$ cat src/rtl/rlfe_pkg.sv
// Shared types, constants and the control store for the RGB fade envelope.
package rlfe_pkg;

   // Control store addressing
   localparam int unsigned UPC_W = 5;
   typedef logic [UPC_W-1:0] upc_type;

   // Total length reloaded when a fade runs out
   localparam logic [14:0] DEFAULT_TOTAL = 15'd10;

   typedef enum logic [1:0] {
      PH_DISABLED   = 2'd0,
      PH_INCREASING = 2'd1,
      PH_MAXIMUM    = 2'd2,
      PH_DECREASING = 2'd3
   } phase_type;

   // Datapath operation selected by one control word
   typedef enum logic [3:0] {
      UOP_NOP,
      UOP_IDLE,
      UOP_SETUP,
      UOP_MUL,
      UOP_DIV,
      UOP_STORE,
      UOP_COMMIT,
      UOP_START,
      UOP_CLEAR,
      UOP_EMIT
   } uop_type;

   // Branch condition of one control word
   typedef enum logic [2:0] {
      COND_NEXT,
      COND_ALWAYS,
      COND_ACCEPT,
      COND_IS_START,
      COND_EXPIRED,
      COND_TRIVIAL,
      COND_OUT_FREE
   } cond_type;

   // One control word: branch to target when cond holds, else stay (hold) or step on
   typedef struct packed {
      uop_type  uop;
      logic [1:0] chan;
      cond_type cond;
      logic     hold;
      upc_type  target;
   } ucode_type;

   // Datapath flags seen by the sequencer
   typedef struct packed {
      logic accept;
      logic is_start;
      logic expired;
      logic trivial;
      logic out_free;
   } seq_status_type;

   // Program layout
   localparam upc_type A_IDLE   = 5'd0;
   localparam upc_type A_DECODE = 5'd1;
   localparam upc_type A_CHECK  = 5'd2;
   localparam upc_type A_SETUP  = 5'd3;
   localparam upc_type A_COMMIT = 5'd22;
   localparam upc_type A_START  = 5'd23;
   localparam upc_type A_CLEAR  = 5'd24;
   localparam upc_type A_EMIT   = 5'd25;

   function automatic ucode_type mk_word(uop_type uop, logic [1:0] chan, cond_type cond,
                                         logic hold, upc_type target);
      ucode_type w;
      w.uop    = uop;
      w.chan   = chan;
      w.cond   = cond;
      w.hold   = hold;
      w.target = target;
      return w;
   endfunction

   // Microprogram: decode, per-channel multiply / 4 radix-4 divide steps / store, commit
   function automatic ucode_type ucode_rom(upc_type addr);
      ucode_type w;
      unique case (addr)
         5'd0:  w = mk_word(UOP_IDLE,   2'd0, COND_ACCEPT,   1'b1, A_DECODE);
         5'd1:  w = mk_word(UOP_NOP,    2'd0, COND_IS_START, 1'b0, A_START);
         5'd2:  w = mk_word(UOP_NOP,    2'd0, COND_EXPIRED,  1'b0, A_CLEAR);
         5'd3:  w = mk_word(UOP_SETUP,  2'd0, COND_TRIVIAL,  1'b0, A_COMMIT);
         // red
         5'd4:  w = mk_word(UOP_MUL,    2'd0, COND_NEXT,     1'b0, A_IDLE);
         5'd5:  w = mk_word(UOP_DIV,    2'd0, COND_NEXT,     1'b0, A_IDLE);
         5'd6:  w = mk_word(UOP_DIV,    2'd0, COND_NEXT,     1'b0, A_IDLE);
         5'd7:  w = mk_word(UOP_DIV,    2'd0, COND_NEXT,     1'b0, A_IDLE);
         5'd8:  w = mk_word(UOP_DIV,    2'd0, COND_NEXT,     1'b0, A_IDLE);
         5'd9:  w = mk_word(UOP_STORE,  2'd0, COND_NEXT,     1'b0, A_IDLE);
         // green
         5'd10: w = mk_word(UOP_MUL,    2'd1, COND_NEXT,     1'b0, A_IDLE);
         5'd11: w = mk_word(UOP_DIV,    2'd1, COND_NEXT,     1'b0, A_IDLE);
         5'd12: w = mk_word(UOP_DIV,    2'd1, COND_NEXT,     1'b0, A_IDLE);
         5'd13: w = mk_word(UOP_DIV,    2'd1, COND_NEXT,     1'b0, A_IDLE);
         5'd14: w = mk_word(UOP_DIV,    2'd1, COND_NEXT,     1'b0, A_IDLE);
         5'd15: w = mk_word(UOP_STORE,  2'd1, COND_NEXT,     1'b0, A_IDLE);
         // blue
         5'd16: w = mk_word(UOP_MUL,    2'd2, COND_NEXT,     1'b0, A_IDLE);
         5'd17: w = mk_word(UOP_DIV,    2'd2, COND_NEXT,     1'b0, A_IDLE);
         5'd18: w = mk_word(UOP_DIV,    2'd2, COND_NEXT,     1'b0, A_IDLE);
         5'd19: w = mk_word(UOP_DIV,    2'd2, COND_NEXT,     1'b0, A_IDLE);
         5'd20: w = mk_word(UOP_DIV,    2'd2, COND_NEXT,     1'b0, A_IDLE);
         5'd21: w = mk_word(UOP_STORE,  2'd2, COND_NEXT,     1'b0, A_IDLE);
         5'd22: w = mk_word(UOP_COMMIT, 2'd0, COND_ALWAYS,   1'b0, A_EMIT);
         5'd23: w = mk_word(UOP_START,  2'd0, COND_ALWAYS,   1'b0, A_EMIT);
         5'd24: w = mk_word(UOP_CLEAR,  2'd0, COND_NEXT,     1'b0, A_IDLE);
         5'd25: w = mk_word(UOP_EMIT,   2'd0, COND_OUT_FREE, 1'b1, A_IDLE);
         default: w = mk_word(UOP_NOP,  2'd0, COND_ALWAYS,   1'b0, A_IDLE);
      endcase
      return w;
   endfunction

endpackage

$ cat src/rtl/rlfe_seq.sv
// Microprogram sequencer: step counter, control store and branch logic.
module rlfe_seq (
   input  logic                       clock,
   input  logic                       reset,
   input  rlfe_pkg::seq_status_type   status,
   output rlfe_pkg::ucode_type        ctl
);
   import rlfe_pkg::*;

   upc_type upc_ff;
   upc_type upc_in;
   logic    cond_true;

   // current control word
   assign ctl = ucode_rom(upc_ff);

   // branch condition
   always_comb begin
      unique case (ctl.cond)
         COND_NEXT:     cond_true = 1'b0;
         COND_ALWAYS:   cond_true = 1'b1;
         COND_ACCEPT:   cond_true = status.accept;
         COND_IS_START: cond_true = status.is_start;
         COND_EXPIRED:  cond_true = status.expired;
         COND_TRIVIAL:  cond_true = status.trivial;
         COND_OUT_FREE: cond_true = status.out_free;
         default:       cond_true = 1'b0;
      endcase
   end

   // next step
   always_comb begin
      if (cond_true) begin
         upc_in = ctl.target;
      end else if (ctl.hold) begin
         upc_in = upc_ff;
      end else begin
         upc_in = upc_ff + upc_type'(1);
      end
   end

   always_ff @(posedge clock) begin
      if (reset) begin
         upc_ff <= A_IDLE;
      end else begin
         upc_ff <= upc_in;
      end
   end

endmodule

$ cat src/rtl/rgb_light_fade_envelope_core.sv
// RGB fade envelope: top level with the microcoded datapath.
//
// Usage: each beat on the req_ channel is either a start (req_operation high),
// which loads target color, rise and total frame counts and the shadow flag and
// captures the color now shown as the start color, or a frame tick, which
// computes the color for the current frame and advances the frame counter.
// Every request beat yields exactly one rsp_ beat with the color, the phase and
// the shadow flag after that beat's update.
// A start beat goes straight to its response; a tick that runs out the fade
// clears to the dark state instead, and a tick at an end point of a ramp skips
// the divide. An interpolating tick uses the shared multiply / divide datapath,
// which works one channel after the other (one multiply step, four radix-4
// divide steps, one store step per channel). One request is processed at a
// time; req_ready is high only while the sequencer waits at its idle step, so
// the next beat is taken only after the last one has left its output step.
// A finished response sits in an output register; if the receiver
// stalls, the next request is still accepted and computed, and the sequencer
// then waits at its output step until the register frees up.
// Reset (synchronous) returns to the dark, disabled state with total 10.
module rgb_light_fade_envelope_core (
   input  logic        clock,
   input  logic        reset,
   input  logic        req_valid,
   output logic        req_ready,
   input  logic        req_operation,
   input  logic [7:0]  req_target_red,
   input  logic [7:0]  req_target_green,
   input  logic [7:0]  req_target_blue,
   input  logic [14:0] req_rise_frames,
   input  logic [14:0] req_total_frames,
   input  logic        req_shadow_request,
   output logic        rsp_valid,
   input  logic        rsp_ready,
   output logic [7:0]  rsp_red_level,
   output logic [7:0]  rsp_green_level,
   output logic [7:0]  rsp_blue_level,
   output logic [1:0]  rsp_phase,
   output logic        rsp_shadow_mark
);
   import rlfe_pkg::*;

   ucode_type      ctl;
   seq_status_type status;

   // envelope state
   logic [15:0] cnt_ff,    cnt_in;
   logic [14:0] rise_ff,   rise_in;
   logic [14:0] total_ff,  total_in;
   logic [7:0]  start_ff [3];
   logic [7:0]  start_in [3];
   logic [7:0]  tgt_ff   [3];
   logic [7:0]  tgt_in   [3];
   logic [7:0]  cur_ff   [3];
   logic [7:0]  cur_in   [3];
   phase_type   phase_ff,  phase_in;
   logic        shadow_ff, shadow_in;

   // captured request beat
   logic        item_op_ff,  item_op_in;
   logic [7:0]  item_tgt_ff [3];
   logic [7:0]  item_tgt_in [3];
   logic [14:0] item_rise_ff,  item_rise_in;
   logic [14:0] item_total_ff, item_total_in;
   logic        item_shadow_ff, item_shadow_in;

   // per-tick setup
   logic        up_ff,       up_in;
   logic [14:0] n_ff,        n_in;
   logic [14:0] len_ff,      len_in;
   logic        triv_ff,     triv_in;
   logic        triv_tgt_ff, triv_tgt_in;
   phase_type   phase_new_ff, phase_new_in;

   // multiply / divide datapath
   logic [22:0] rem_ff,  rem_in;
   logic [22:0] dvs_ff,  dvs_in;
   logic [7:0]  quo_ff,  quo_in;
   logic        desc_ff, desc_in;
   logic [7:0]  base_ff, base_in;
   logic [7:0]  res_ff [3];
   logic [7:0]  res_in [3];

   // response register
   logic        rsp_valid_ff, rsp_valid_in;
   logic [7:0]  rsp_lvl_ff [3];
   logic [7:0]  rsp_lvl_in [3];
   phase_type   rsp_phase_ff, rsp_phase_in;
   logic        rsp_shadow_ff, rsp_shadow_in;

   // combinational helpers
   logic        cnt_lt_rise;
   logic        cnt_eq_rise;
   logic        cnt_eq_total;
   logic [7:0]  op_a;
   logic [7:0]  op_b;
   logic [7:0]  op_diff;
   logic [22:0] mul_prod;
   logic [22:0] dvs_half;
   logic [22:0] rem_mid;
   logic        q_hi;
   logic        q_lo;
   logic [22:0] rem_lo;

   rlfe_seq u_seq (
      .clock  (clock),
      .reset  (reset),
      .status (status),
      .ctl    (ctl)
   );

   // handshake and status to the sequencer
   assign req_ready    = (ctl.uop == UOP_IDLE);
   assign cnt_lt_rise  = (cnt_ff < {1'b0, rise_ff});
   assign cnt_eq_rise  = (cnt_ff == {1'b0, rise_ff});
   assign cnt_eq_total = (cnt_ff == {1'b0, total_ff});

   assign status.accept   = req_valid && req_ready;
   assign status.is_start = item_op_ff;
   assign status.expired  = (cnt_ff > {1'b0, total_ff});
   assign status.trivial  = !cnt_lt_rise && (cnt_eq_rise || cnt_eq_total);
   assign status.out_free = !rsp_valid_ff || rsp_ready;

   // ramp end points for the selected channel
   assign op_a     = up_ff ? start_ff[ctl.chan] : tgt_ff[ctl.chan];
   assign op_b     = up_ff ? tgt_ff[ctl.chan]   : 8'd0;
   assign op_diff  = (op_b < op_a) ? (op_a - op_b) : (op_b - op_a);
   assign mul_prod = {8'd0, n_ff} * {15'd0, op_diff};

   // two restoring divide steps per cycle
   assign dvs_half = dvs_ff >> 1;
   assign q_hi     = (rem_ff >= dvs_ff);
   assign rem_mid  = q_hi ? (rem_ff - dvs_ff) : rem_ff;
   assign q_lo     = (rem_mid >= dvs_half);
   assign rem_lo   = q_lo ? (rem_mid - dvs_half) : rem_mid;

   // datapath next state
   always_comb begin
      cnt_in         = cnt_ff;
      rise_in        = rise_ff;
      total_in       = total_ff;
      phase_in       = phase_ff;
      shadow_in      = shadow_ff;
      item_op_in     = item_op_ff;
      item_rise_in   = item_rise_ff;
      item_total_in  = item_total_ff;
      item_shadow_in = item_shadow_ff;
      up_in          = up_ff;
      n_in           = n_ff;
      len_in         = len_ff;
      triv_in        = triv_ff;
      triv_tgt_in    = triv_tgt_ff;
      phase_new_in   = phase_new_ff;
      rem_in         = rem_ff;
      dvs_in         = dvs_ff;
      quo_in         = quo_ff;
      desc_in        = desc_ff;
      base_in        = base_ff;
      rsp_phase_in   = rsp_phase_ff;
      rsp_shadow_in  = rsp_shadow_ff;
      rsp_valid_in   = rsp_valid_ff && !rsp_ready;
      for (int i = 0; i < 3; i++) begin
         start_in[i]    = start_ff[i];
         tgt_in[i]      = tgt_ff[i];
         cur_in[i]      = cur_ff[i];
         item_tgt_in[i] = item_tgt_ff[i];
         res_in[i]      = res_ff[i];
         rsp_lvl_in[i]  = rsp_lvl_ff[i];
      end

      unique case (ctl.uop)
         UOP_IDLE: begin
            // capture the request beat
            if (req_valid) begin
               item_op_in     = req_operation;
               item_tgt_in[0] = req_target_red;
               item_tgt_in[1] = req_target_green;
               item_tgt_in[2] = req_target_blue;
               item_rise_in   = req_rise_frames;
               item_total_in  = req_total_frames;
               item_shadow_in = req_shadow_request;
            end
         end
         UOP_SETUP: begin
            // pick the segment; counter is within total here
            up_in       = cnt_lt_rise;
            n_in        = cnt_lt_rise ? cnt_ff[14:0] : (cnt_ff[14:0] - rise_ff);
            len_in      = cnt_lt_rise ? rise_ff : (total_ff - rise_ff);
            triv_in     = status.trivial;
            triv_tgt_in = cnt_eq_rise;
            if (cnt_lt_rise) begin
               phase_new_in = PH_INCREASING;
            end else if (cnt_eq_rise) begin
               phase_new_in = PH_MAXIMUM;
            end else begin
               phase_new_in = PH_DECREASING;
            end
         end
         UOP_MUL: begin
            // numerator, biased by len-1 on a falling ramp for the ceiling
            desc_in = (op_b < op_a);
            base_in = op_a;
            rem_in  = (op_b < op_a) ? (mul_prod + {8'd0, len_ff - 15'd1}) : mul_prod;
            dvs_in  = {1'b0, len_ff, 7'd0};
            quo_in  = 8'd0;
         end
         UOP_DIV: begin
            rem_in = rem_lo;
            dvs_in = dvs_ff >> 2;
            quo_in = {quo_ff[5:0], q_hi, q_lo};
         end
         UOP_STORE: begin
            res_in[ctl.chan] = desc_ff ? (base_ff - quo_ff) : (base_ff + quo_ff);
         end
         UOP_COMMIT: begin
            for (int i = 0; i < 3; i++) begin
               if (triv_ff) begin
                  cur_in[i] = triv_tgt_ff ? tgt_ff[i] : 8'd0;
               end else begin
                  cur_in[i] = res_ff[i];
               end
            end
            phase_in = phase_new_ff;
            cnt_in   = cnt_ff + 16'd1;
         end
         UOP_START: begin
            for (int i = 0; i < 3; i++) begin
               start_in[i] = cur_ff[i];
               tgt_in[i]   = item_tgt_ff[i];
            end
            cnt_in    = 16'd0;
            rise_in   = item_rise_ff;
            total_in  = item_total_ff;
            shadow_in = item_shadow_ff;
         end
         UOP_CLEAR: begin
            // fade ran out: go dark and reload defaults
            for (int i = 0; i < 3; i++) begin
               start_in[i] = 8'd0;
               tgt_in[i]   = 8'd0;
               cur_in[i]   = 8'd0;
            end
            cnt_in    = 16'd0;
            rise_in   = 15'd0;
            total_in  = DEFAULT_TOTAL;
            phase_in  = PH_DISABLED;
            shadow_in = 1'b0;
         end
         UOP_EMIT: begin
            if (status.out_free) begin
               rsp_valid_in = 1'b1;
               for (int i = 0; i < 3; i++) begin
                  rsp_lvl_in[i] = cur_ff[i];
               end
               rsp_phase_in  = phase_ff;
               rsp_shadow_in = shadow_ff;
            end
         end
         default: begin
         end
      endcase
   end

   // control and envelope state
   always_ff @(posedge clock) begin
      if (reset) begin
         cnt_ff       <= 16'd0;
         rise_ff      <= 15'd0;
         total_ff     <= DEFAULT_TOTAL;
         phase_ff     <= PH_DISABLED;
         shadow_ff    <= 1'b0;
         rsp_valid_ff <= 1'b0;
         for (int i = 0; i < 3; i++) begin
            start_ff[i] <= 8'd0;
            tgt_ff[i]   <= 8'd0;
            cur_ff[i]   <= 8'd0;
         end
      end else begin
         cnt_ff       <= cnt_in;
         rise_ff      <= rise_in;
         total_ff     <= total_in;
         phase_ff     <= phase_in;
         shadow_ff    <= shadow_in;
         rsp_valid_ff <= rsp_valid_in;
         for (int i = 0; i < 3; i++) begin
            start_ff[i] <= start_in[i];
            tgt_ff[i]   <= tgt_in[i];
            cur_ff[i]   <= cur_in[i];
         end
      end
   end

   // payload registers
   always_ff @(posedge clock) begin
      item_op_ff     <= item_op_in;
      item_rise_ff   <= item_rise_in;
      item_total_ff  <= item_total_in;
      item_shadow_ff <= item_shadow_in;
      up_ff          <= up_in;
      n_ff           <= n_in;
      len_ff         <= len_in;
      triv_ff        <= triv_in;
      triv_tgt_ff    <= triv_tgt_in;
      phase_new_ff   <= phase_new_in;
      rem_ff         <= rem_in;
      dvs_ff         <= dvs_in;
      quo_ff         <= quo_in;
      desc_ff        <= desc_in;
      base_ff        <= base_in;
      rsp_phase_ff   <= rsp_phase_in;
      rsp_shadow_ff  <= rsp_shadow_in;
      for (int i = 0; i < 3; i++) begin
         item_tgt_ff[i] <= item_tgt_in[i];
         res_ff[i]      <= res_in[i];
         rsp_lvl_ff[i]  <= rsp_lvl_in[i];
      end
   end

   // response ports
   assign rsp_valid       = rsp_valid_ff;
   assign rsp_red_level   = rsp_lvl_ff[0];
   assign rsp_green_level = rsp_lvl_ff[1];
   assign rsp_blue_level  = rsp_lvl_ff[2];
   assign rsp_phase       = 2'(rsp_phase_ff);
   assign rsp_shadow_mark = rsp_shadow_ff;

endmodule

$ cat config.mk
export PLATFORM = sky130hd
export DESIGN_NAME = rgb_light_fade_envelope_core
export DESIGN_NICKNAME = d
export VERILOG_FILES = /design/src/rtl/rlfe_pkg.sv /design/src/rtl/rlfe_seq.sv /design/src/rtl/rgb_light_fade_envelope_core.sv
export SDC_FILE = /design/constraint.sdc
export NUM_CORES = 1
export LEC_CHECK = 0
export BUFFER_PORTS_ARGS = -buffer_cell sky130_fd_sc_hd__buf_4
export CAP_MARGIN = 15
export CORE_ASPECT_RATIO = 1.1
export CORE_MARGIN = 4
export CORE_UTILIZATION = 30
export CTS_CLUSTER_SIZE = 12
export DETAILED_ROUTE_END_ITERATION = 16
export PLACE_DENSITY = 0.52
export SLEW_MARGIN = 40
export SYNTH_ARGS = -nofsm -noshare
export SYNTH_HDL_FRONTEND = slang
export SYNTH_SLANG_ARGS = --single-unit
$ cat constraint.sdc
create_clock -name clock -period 13.6 [get_ports clock]
set_input_delay 1.36 -clock clock [delete_from_list [all_inputs] [get_ports clock]]
set_output_delay 1.36 -clock clock [all_outputs]
set_load 0.01 [all_outputs]
# --- Word level (Yosys, flattened, before mapping) ---
# Memory sizes are Yosys's and may differ from the RTL's. A register that Yosys moved wholly into a read port is not among the register bits.
# Index checks and enable logic that the tools add are counted.
classes:
  n_bitwise: 10
  n_mux: 54
  eq_ne: 19
  mul: 1
  n_lt_le_gt_ge: 7
  n_addsub: 12
  n_reduce_logical: 17
op_table:
  columns: ["op", "count"]
  rows:
  - ["$mux 8", 20]
  - ["$pmux 24 s2", 3]
  - ["$mux 24", 5]
  - ["$pmux 23 s2", 2]
  - ["$mux 23", 3]
  - ["$pmux 15 s2", 2]
  - ["$eq 16x15->1", 2]
  - ["$pmux 16 s2", 1]
  - ["$mux 15", 2]
  - ["$sub 15x15->15", 2]
  - ["$bwmux 24", 1]
  - ["$sub 8x8->8", 3]
  - ["$add 23x15->23", 1]
  - ["$ge 23x22->1", 1]
  - ["$ge 23x23->1", 1]
  - ["$mul 15x8->23", 1]
  - ["$sub 23x22->23", 1]
  - ["$sub 23x23->23", 1]
  - ["$mux 5", 4]
  - ["$add 16x1->16 const B", 1]
  - ["$demux 8 s2", 1]
  - ["$eq 4x3->1 const B", 4]
  - ["$gt 16x15->1", 1]
  - ["$lt 16x15->1", 1]
  - ["27 further kinds", 56]
totals:
  rom_bits: 480
  memories: 7
  ram_bits: 144
  word_cells: 151
  input_bits: 60
  reg_bits: 188
mem_list:
  columns: ["name", "depth", "width", "rd", "rd_ports_with_merged_regs", "wr", "line", "rtl"]
  rows:
  - ["(name not given)", 32, 15, 1, 1, 0, "rlfe_pkg.sv:85", "unique case (addr)"]
  - ["cur_ff", 3, 8, 3, 0, 3, "rgb_light_fade_envelope_core.sv:53", "logic [7:0] cur_ff [3];"]
  - ["item_tgt_ff", 3, 8, 3, 0, 3, "rgb_light_fade_envelope_core.sv:60", "logic [7:0] item_tgt_ff [3];"]
  - ["res_ff", 3, 8, 3, 0, 3, "rgb_light_fade_envelope_core.sv:80", "logic [7:0] res_ff [3];"]
  - ["rsp_lvl_ff", 3, 8, 3, 0, 3, "rgb_light_fade_envelope_core.sv:85", "logic [7:0] rsp_lvl_ff [3];"]
  - ["start_ff", 3, 8, 1, 0, 3, "rgb_light_fade_envelope_core.sv:49", "logic [7:0] start_ff [3];"]
  - ["+1 memories", null, null, null, null, null, null, null]

# --- Depth between registers and ports, before layout ---
# An unclocked memory read counts as a cell.
depth:
  depth_word: 8
  ltp_mapped: 44

# --- Cells and area by module ---
# From an unflattened synthesis, not the netlist that was laid out.
unflattened:
  hier_cells: 2556
  hier_area_um2: 24204.5
by_module_without_submodules:
  columns: ["module", "n_inst", "cells_each", "area_per_inst_um2"]
  rows:
  - ["rgb_light_fade_envelope_core", 1, 2420, 23038.3]
  - ["rlfe_seq", 1, 136, 1166.1]

# --- Worst setup path after synthesis ---
# OpenSTA, ideal clock, no wires.
synth_timing:
  kind: "register to register"
  start: "register up_ff"
  end: "register rem_ff[21], data pin"
  required_time_ns: 13.346
  stages_incl_launch_ff: 43
  arrival_ns: 9.421
  setup_slack_ns: 3.925
  path_buffers: 4
  setup_ns: 0.254
  cell_sequence: "edfxtp_1 -> clkbuf_1 -> clkbuf_1 -> mux4_2 -> nor2_1 -> a21o_1 -> inv_1 -> ha_1 -> fa_1 -> inv_1 -> a21o_1 -> a211oi_1 -> nor2_1 -> inv_2 -> buf_2 -> mux2i_1 -> a21boi_0 -> xnor2_1 -> (+7 left out) -> fa_1 -> inv_1 -> ha_1 -> o21a_1 -> and2_1 -> o21a_1 -> nor2_1 -> xnor2_1 -> ha_1 -> o2111ai_1 -> o21bai_1 -> a211o_1 -> a31oi_1 -> o21ai_0 -> a21oi_1 -> nand3_1 -> xnor2_1 -> o21a_1"
synth_via:
  elab_chain_len: 7
  word_cells_on_any_way: 10
  cone_classes: "3 x add/sub; 1 x mul; 1 x order compare; 5 x mux"
synth_lines:
  columns: ["element", "line", "rtl"]
  rows:
  - ["start: declaration", "rgb_light_fade_envelope_core.sv:67", "logic up_ff, up_in;"]
  - ["start signal: assignment", "rgb_light_fade_envelope_core.sv:298", "up_ff <= up_in;"]
  - ["$mux 8 (*)", "rgb_light_fade_envelope_core.sv:124", "assign op_a = up_ff ? start_ff[ctl.chan] : tgt_ff[ctl.chan];"]
  - ["net op_a[0]", "rgb_light_fade_envelope_core.sv:94", "logic [7:0] op_a;"]
  - ["$sub 8x8->8 or $lt 8x8->1 (tied branches)", "rgb_light_fade_envelope_core.sv:126, rgb_light_fade_envelope_core.sv:202", null]
  - ["$mux 8", "rgb_light_fade_envelope_core.sv:126", "assign op_diff = (op_b < op_a) ? (op_a - op_b) : (op_b - op_a);"]
  - ["$mul 15x8->23", "rgb_light_fade_envelope_core.sv:127", "assign mul_prod = {8'd0, n_ff} * {15'd0, op_diff};"]
  - ["$add 23x15->23", "rgb_light_fade_envelope_core.sv:202", "rem_in = (op_b < op_a) ? (mul_prod + {8'd0, len_ff - 15'd1}) : mul_prod;"]
  - ["$mux 23 (*)", "rgb_light_fade_envelope_core.sv:202", null]
  - ["$pmux 23 s2 (*)", "rgb_light_fade_envelope_core.sv:170", "unique case (ctl.uop)"]
  - ["net rem_in[21]", "rgb_light_fade_envelope_core.sv:75", "logic [22:0] rem_ff, rem_in;"]
  - ["end signal: assignment", "rgb_light_fade_envelope_core.sv:304", "rem_ff <= rem_in;"]
  - ["end: declaration", "rgb_light_fade_envelope_core.sv:75", null]
# Mark *: on every way through the listed nets, which the timed path passes. The rest lies on a longest branch.
# A chain may end at the register's enable or synchronous reset.

# --- Final worst setup path ---
layout_timing:
  start: "register up_ff"
  end: "register rem_ff[14], data pin"
# The elaborated chain is that of the path after synthesis.

==> impl_metrics.env <==
export IMPL_pre_cts_ws_ps=3000
export IMPL_maxCapViolations=0
export IMPL_reg2reg_from="up_ff$_DFFE_PN_"
export IMPL_slew_limit_headroom_pct=40.1
export IMPL_crit_slowest_cell="and2_0"
export IMPL_fp_dieW_um=279
export IMPL_syn_area_mm2=0.0242
export IMPL_clk_pin_slew_ps=60
export IMPL_grt_pass1_vias=18500
export IMPL_synthCells=2515
export IMPL_yosysWarnings=0
export IMPL_route_detailed_drc=0
export IMPL_post_route_util_pct=34.2
export IMPL_synth_seq_cells=345
export IMPL_root_buffer="clkbuf_16"
export IMPL_dr_max_layer_used="met4"
export IMPL_initial_core_util_pct=30.2
export IMPL_drt_wl_total_mm=63.1
export IMPL_hold_start="item_rise_ff[4]$_DFFE_PP_"
export IMPL_grt_max_degree=74
export IMPL_synth_compound_area_share_pct=14.9
export IMPL_rows=109
export IMPL_cts_htree_levels=2
export IMPL_synth_fp_nets=2838
export IMPL_r2r_cells=42
export IMPL_cp_arrival_ps=10880
export IMPL_ys_types=83
export IMPL_drive_gt1_share_pct=10.1
export IMPL_cp_start_kind="register"
export IMPL_synth_ff_type="edfxtp_1"
export IMPL_tightest_slew_ps=876
export IMPL_place_congestion=0.867
export IMPL_vias_per_cell=4.94
export IMPL_vias=18000
export IMPL_setup_violations=0
export IMPL_cts_resized=0
export IMPL_hold_viol=0
export IMPL_dp_hpwl_mm=48.7
export IMPL_grt_overflow_total=0
export IMPL_cp_end_kind="register"
export IMPL_synth_simple_area_share_pct=16.8
export IMPL_final_nets=2879
export IMPL_min_to="rise_ff[4]$_SDFFE_PP0N_"
export IMPL_synthAdderAreaFrac_pct=16.2
export IMPL_wl_met3_mm=2.05
export IMPL_cpPeakStageDelay_ps=670
export IMPL_rrSetupSlack_ps=2980
export IMPL_timing_final_crit_period_ps=10620
export IMPL_synthToLayoutAreaGrowth_pct=13.1
export IMPL_io_pins=89
export IMPL_cpLargestDelayFamily="adder cells"
export IMPL_muxShareOfSynthArea_pct=4.01
export IMPL_postCtsSetupRepairBufs=0
export IMPL_drt_iter0_drc=1158
export IMPL_wl_met1_mm=27.9
export IMPL_yosysSeqAreaShare_pct=37.9
export IMPL_die_h_um=306
export IMPL_synth_edf_count=228
export IMPL_numCtsBuffers=40
export IMPL_multiInputGateArea_mm2=0.0138
export IMPL_drt_wirelength_per_cell_um=17.3
export IMPL_cts_tree="yes"
export IMPL_fin_crit_sh_pct=78.1
export IMPL_setup_ws_ps=2980
export IMPL_syn_avg_cell_area_um2=9.64
export IMPL_cp_max_fo=32
export IMPL_first_pass_iters=5
export IMPL_seqCellArea_mm2=0.00919
export IMPL_slew_violations=0
export IMPL_synth_xor_area_share_pct=4.73
export IMPL_fill_cells=8224
export IMPL_ant_nets=0
export IMPL_path_class="reg2reg"
export IMPL_hold_depth=2
export IMPL_crit_top_cell="inv_1"
export IMPL_cts_sinks=345
export IMPL_port_buffers=88
export IMPL_dieArea_mm2=0.0854
export IMPL_critical_path_buf_inv_count=10
export IMPL_holdBufCountCts=0
export IMPL_antenna_found_initial=2
export IMPL_insertion_delay_ps=590
export IMPL_fin_skew_ps=34.6
export IMPL_async_flop_share_pct=0
export IMPL_tns_ps=0
export IMPL_dr_wl_met2_mm=31.2
export IMPL_min_path_type="reg2reg"
export IMPL_timing_rr_end="rem_ff[14]$_DFFE_PP_"
export IMPL_synth_top_family_by_area="simple AND/OR/NAND/NOR gates"
export IMPL_grt_use_total_pct=14.5
export IMPL_core_area_mm2=0.0802
export IMPL_outcome="completed"
export IMPL_cts_buffer_depth=3
export IMPL_grt_pass1_wl_mm=100
export IMPL_worstPathRequired_ps=13870
export IMPL_rsz0062_at_grt="no"
export IMPL_clock_fmax_ghz=0.0942
-- placed cells by master, fill, tap and decap left out, types with 53 or more instances in the layout --
master,instances
buf_4,111
xnor2_1,77
nor2b_1,53
fa_1,86
dfxtp_1,116
and2_1,107
nand2b_1,53
a21oi_1,186
edfxtp_1,228
o21ai_0,110
ha_1,176
nand3_1,68
inv_1,226
nand2_1,193
nor2_1,166
-- cell usage after synthesis, types with 54 or more instances --
library cell	instances	area share [%]
a21oi_1	186	3.8
and2_1	107	2.8
clkbuf_1	99	1.5
dfxtp_1	117	9.7
edfxtp_1	228	28
fa_1	86	7.1
ha_1	177	9.1
inv_1	227	3.5
nand2_1	193	3.0
nand2b_1	54	1.4
nand3_1	68	1.4
nor2_1	169	2.6
nor2b_1	56	1.4
o21ai_0	110	2.3
xnor2_1	78	2.8
-- metal layers --
| layer | vias up | global-route usage, % |
|---|---|---|
| met5 | - | 0 |
| met4 | 0 | 4.59 |
| met3 | 102 | 1.77 |
| met2 | 334 | 25.7 |
| met1 | 8676 | 18.3 |
| li1 | 8891 | - |
-- worst reg2reg max path, delay by kind of cell, from the launching register on --
family,cells,cell delay [ps]
AOI/OAI and AO/OA,12,2210
DFF,1,350
buffers and inverters,10,1690
xor gates and xnor gates,2,340
muxes,2,790
adders and majority gates,8,3370
and+or+nand+nor,8,1520
-- state kept, by name (all words and copies together), names as in the netlist, 15 cells and up --
register	count
cnt_ff	16
cur_ff	24
dvs_ff	22
item_rise_ff	15
item_tgt_ff	24
item_total_ff	15
len_ff	15
n_ff	15
rem_ff	23
res_ff	24
rise_ff	15
rsp_lvl_ff	24
start_ff	24
tgt_ff	24
total_ff	15
-- worst max path at each step --
stage	start	to	slack, ps	cells after the start
final	up_ff$_DFFE_PN_	rem_ff[14]$_DFFE_PP_	2980	42
after detailed placement	up_ff$_DFFE_PN_	rem_ff[22]$_DFFE_PP_	3000	39
after global placement	u_seq.ctl[9]$_SDFF_PP0_	rem_ff[22]$_DFFE_PP_	3160	35
after CTS	up_ff$_DFFE_PN_	rem_ff[22]$_DFFE_PP_	2940	39
after global routing	up_ff$_DFFE_PN_	rem_ff[21]$_DFFE_PP_	2330	42
after floorplan	up_ff$_DFFE_PN_	rem_ff[21]$_DFFE_PP_	3920	42
-- cell families (layout without fill, tap and decap cells) --
family | Yosys count | in the layout
other cells | 0 | 1
simple gates | 797 | 797
compound gates | 554 | 554
buf+inv | 344 | 415
xor+xnor | 131 | 131
mux | 81 | 81
fa+ha+maj | 263 | 263
flops | 345 | 345
-- area by class of cell --
| type | instances | share of cell area [%] |
|---|---|---|
| Inverter | 229 | 3.13 |
| Clock buffer | 56 | 4.28 |
| Timing Repair Buffer | 114 | 3.22 |
| Tap cell | 1054 | 4.81 |
| Antenna cell | 1 | 0.00912 |
| Sequential cell | 345 | 33.5 |
| Multi-Input combinational cell | 1826 | 50.3 |
| Clock inverter | 16 | 0.689 |
-- per-stage QoR --
| stage | instances | hold slack, ps | instance area, µm² |
|---|---|---|---|
| after floorplan | 2515 | 408 | 24200 |
| after global placement | 3566 | 425 | 26000 |
| after detailed placement | 3568 | 427 | 26000 |
| after CTS | 3640 | 443 | 27400 |
| after global routing | 3640 | 464 | 27400 |
| final | 3641 | 443 | 27400 |
Power is not shown: default switching activity piles up to over one toggle a cycle in this logic, so the estimate is an artifact.
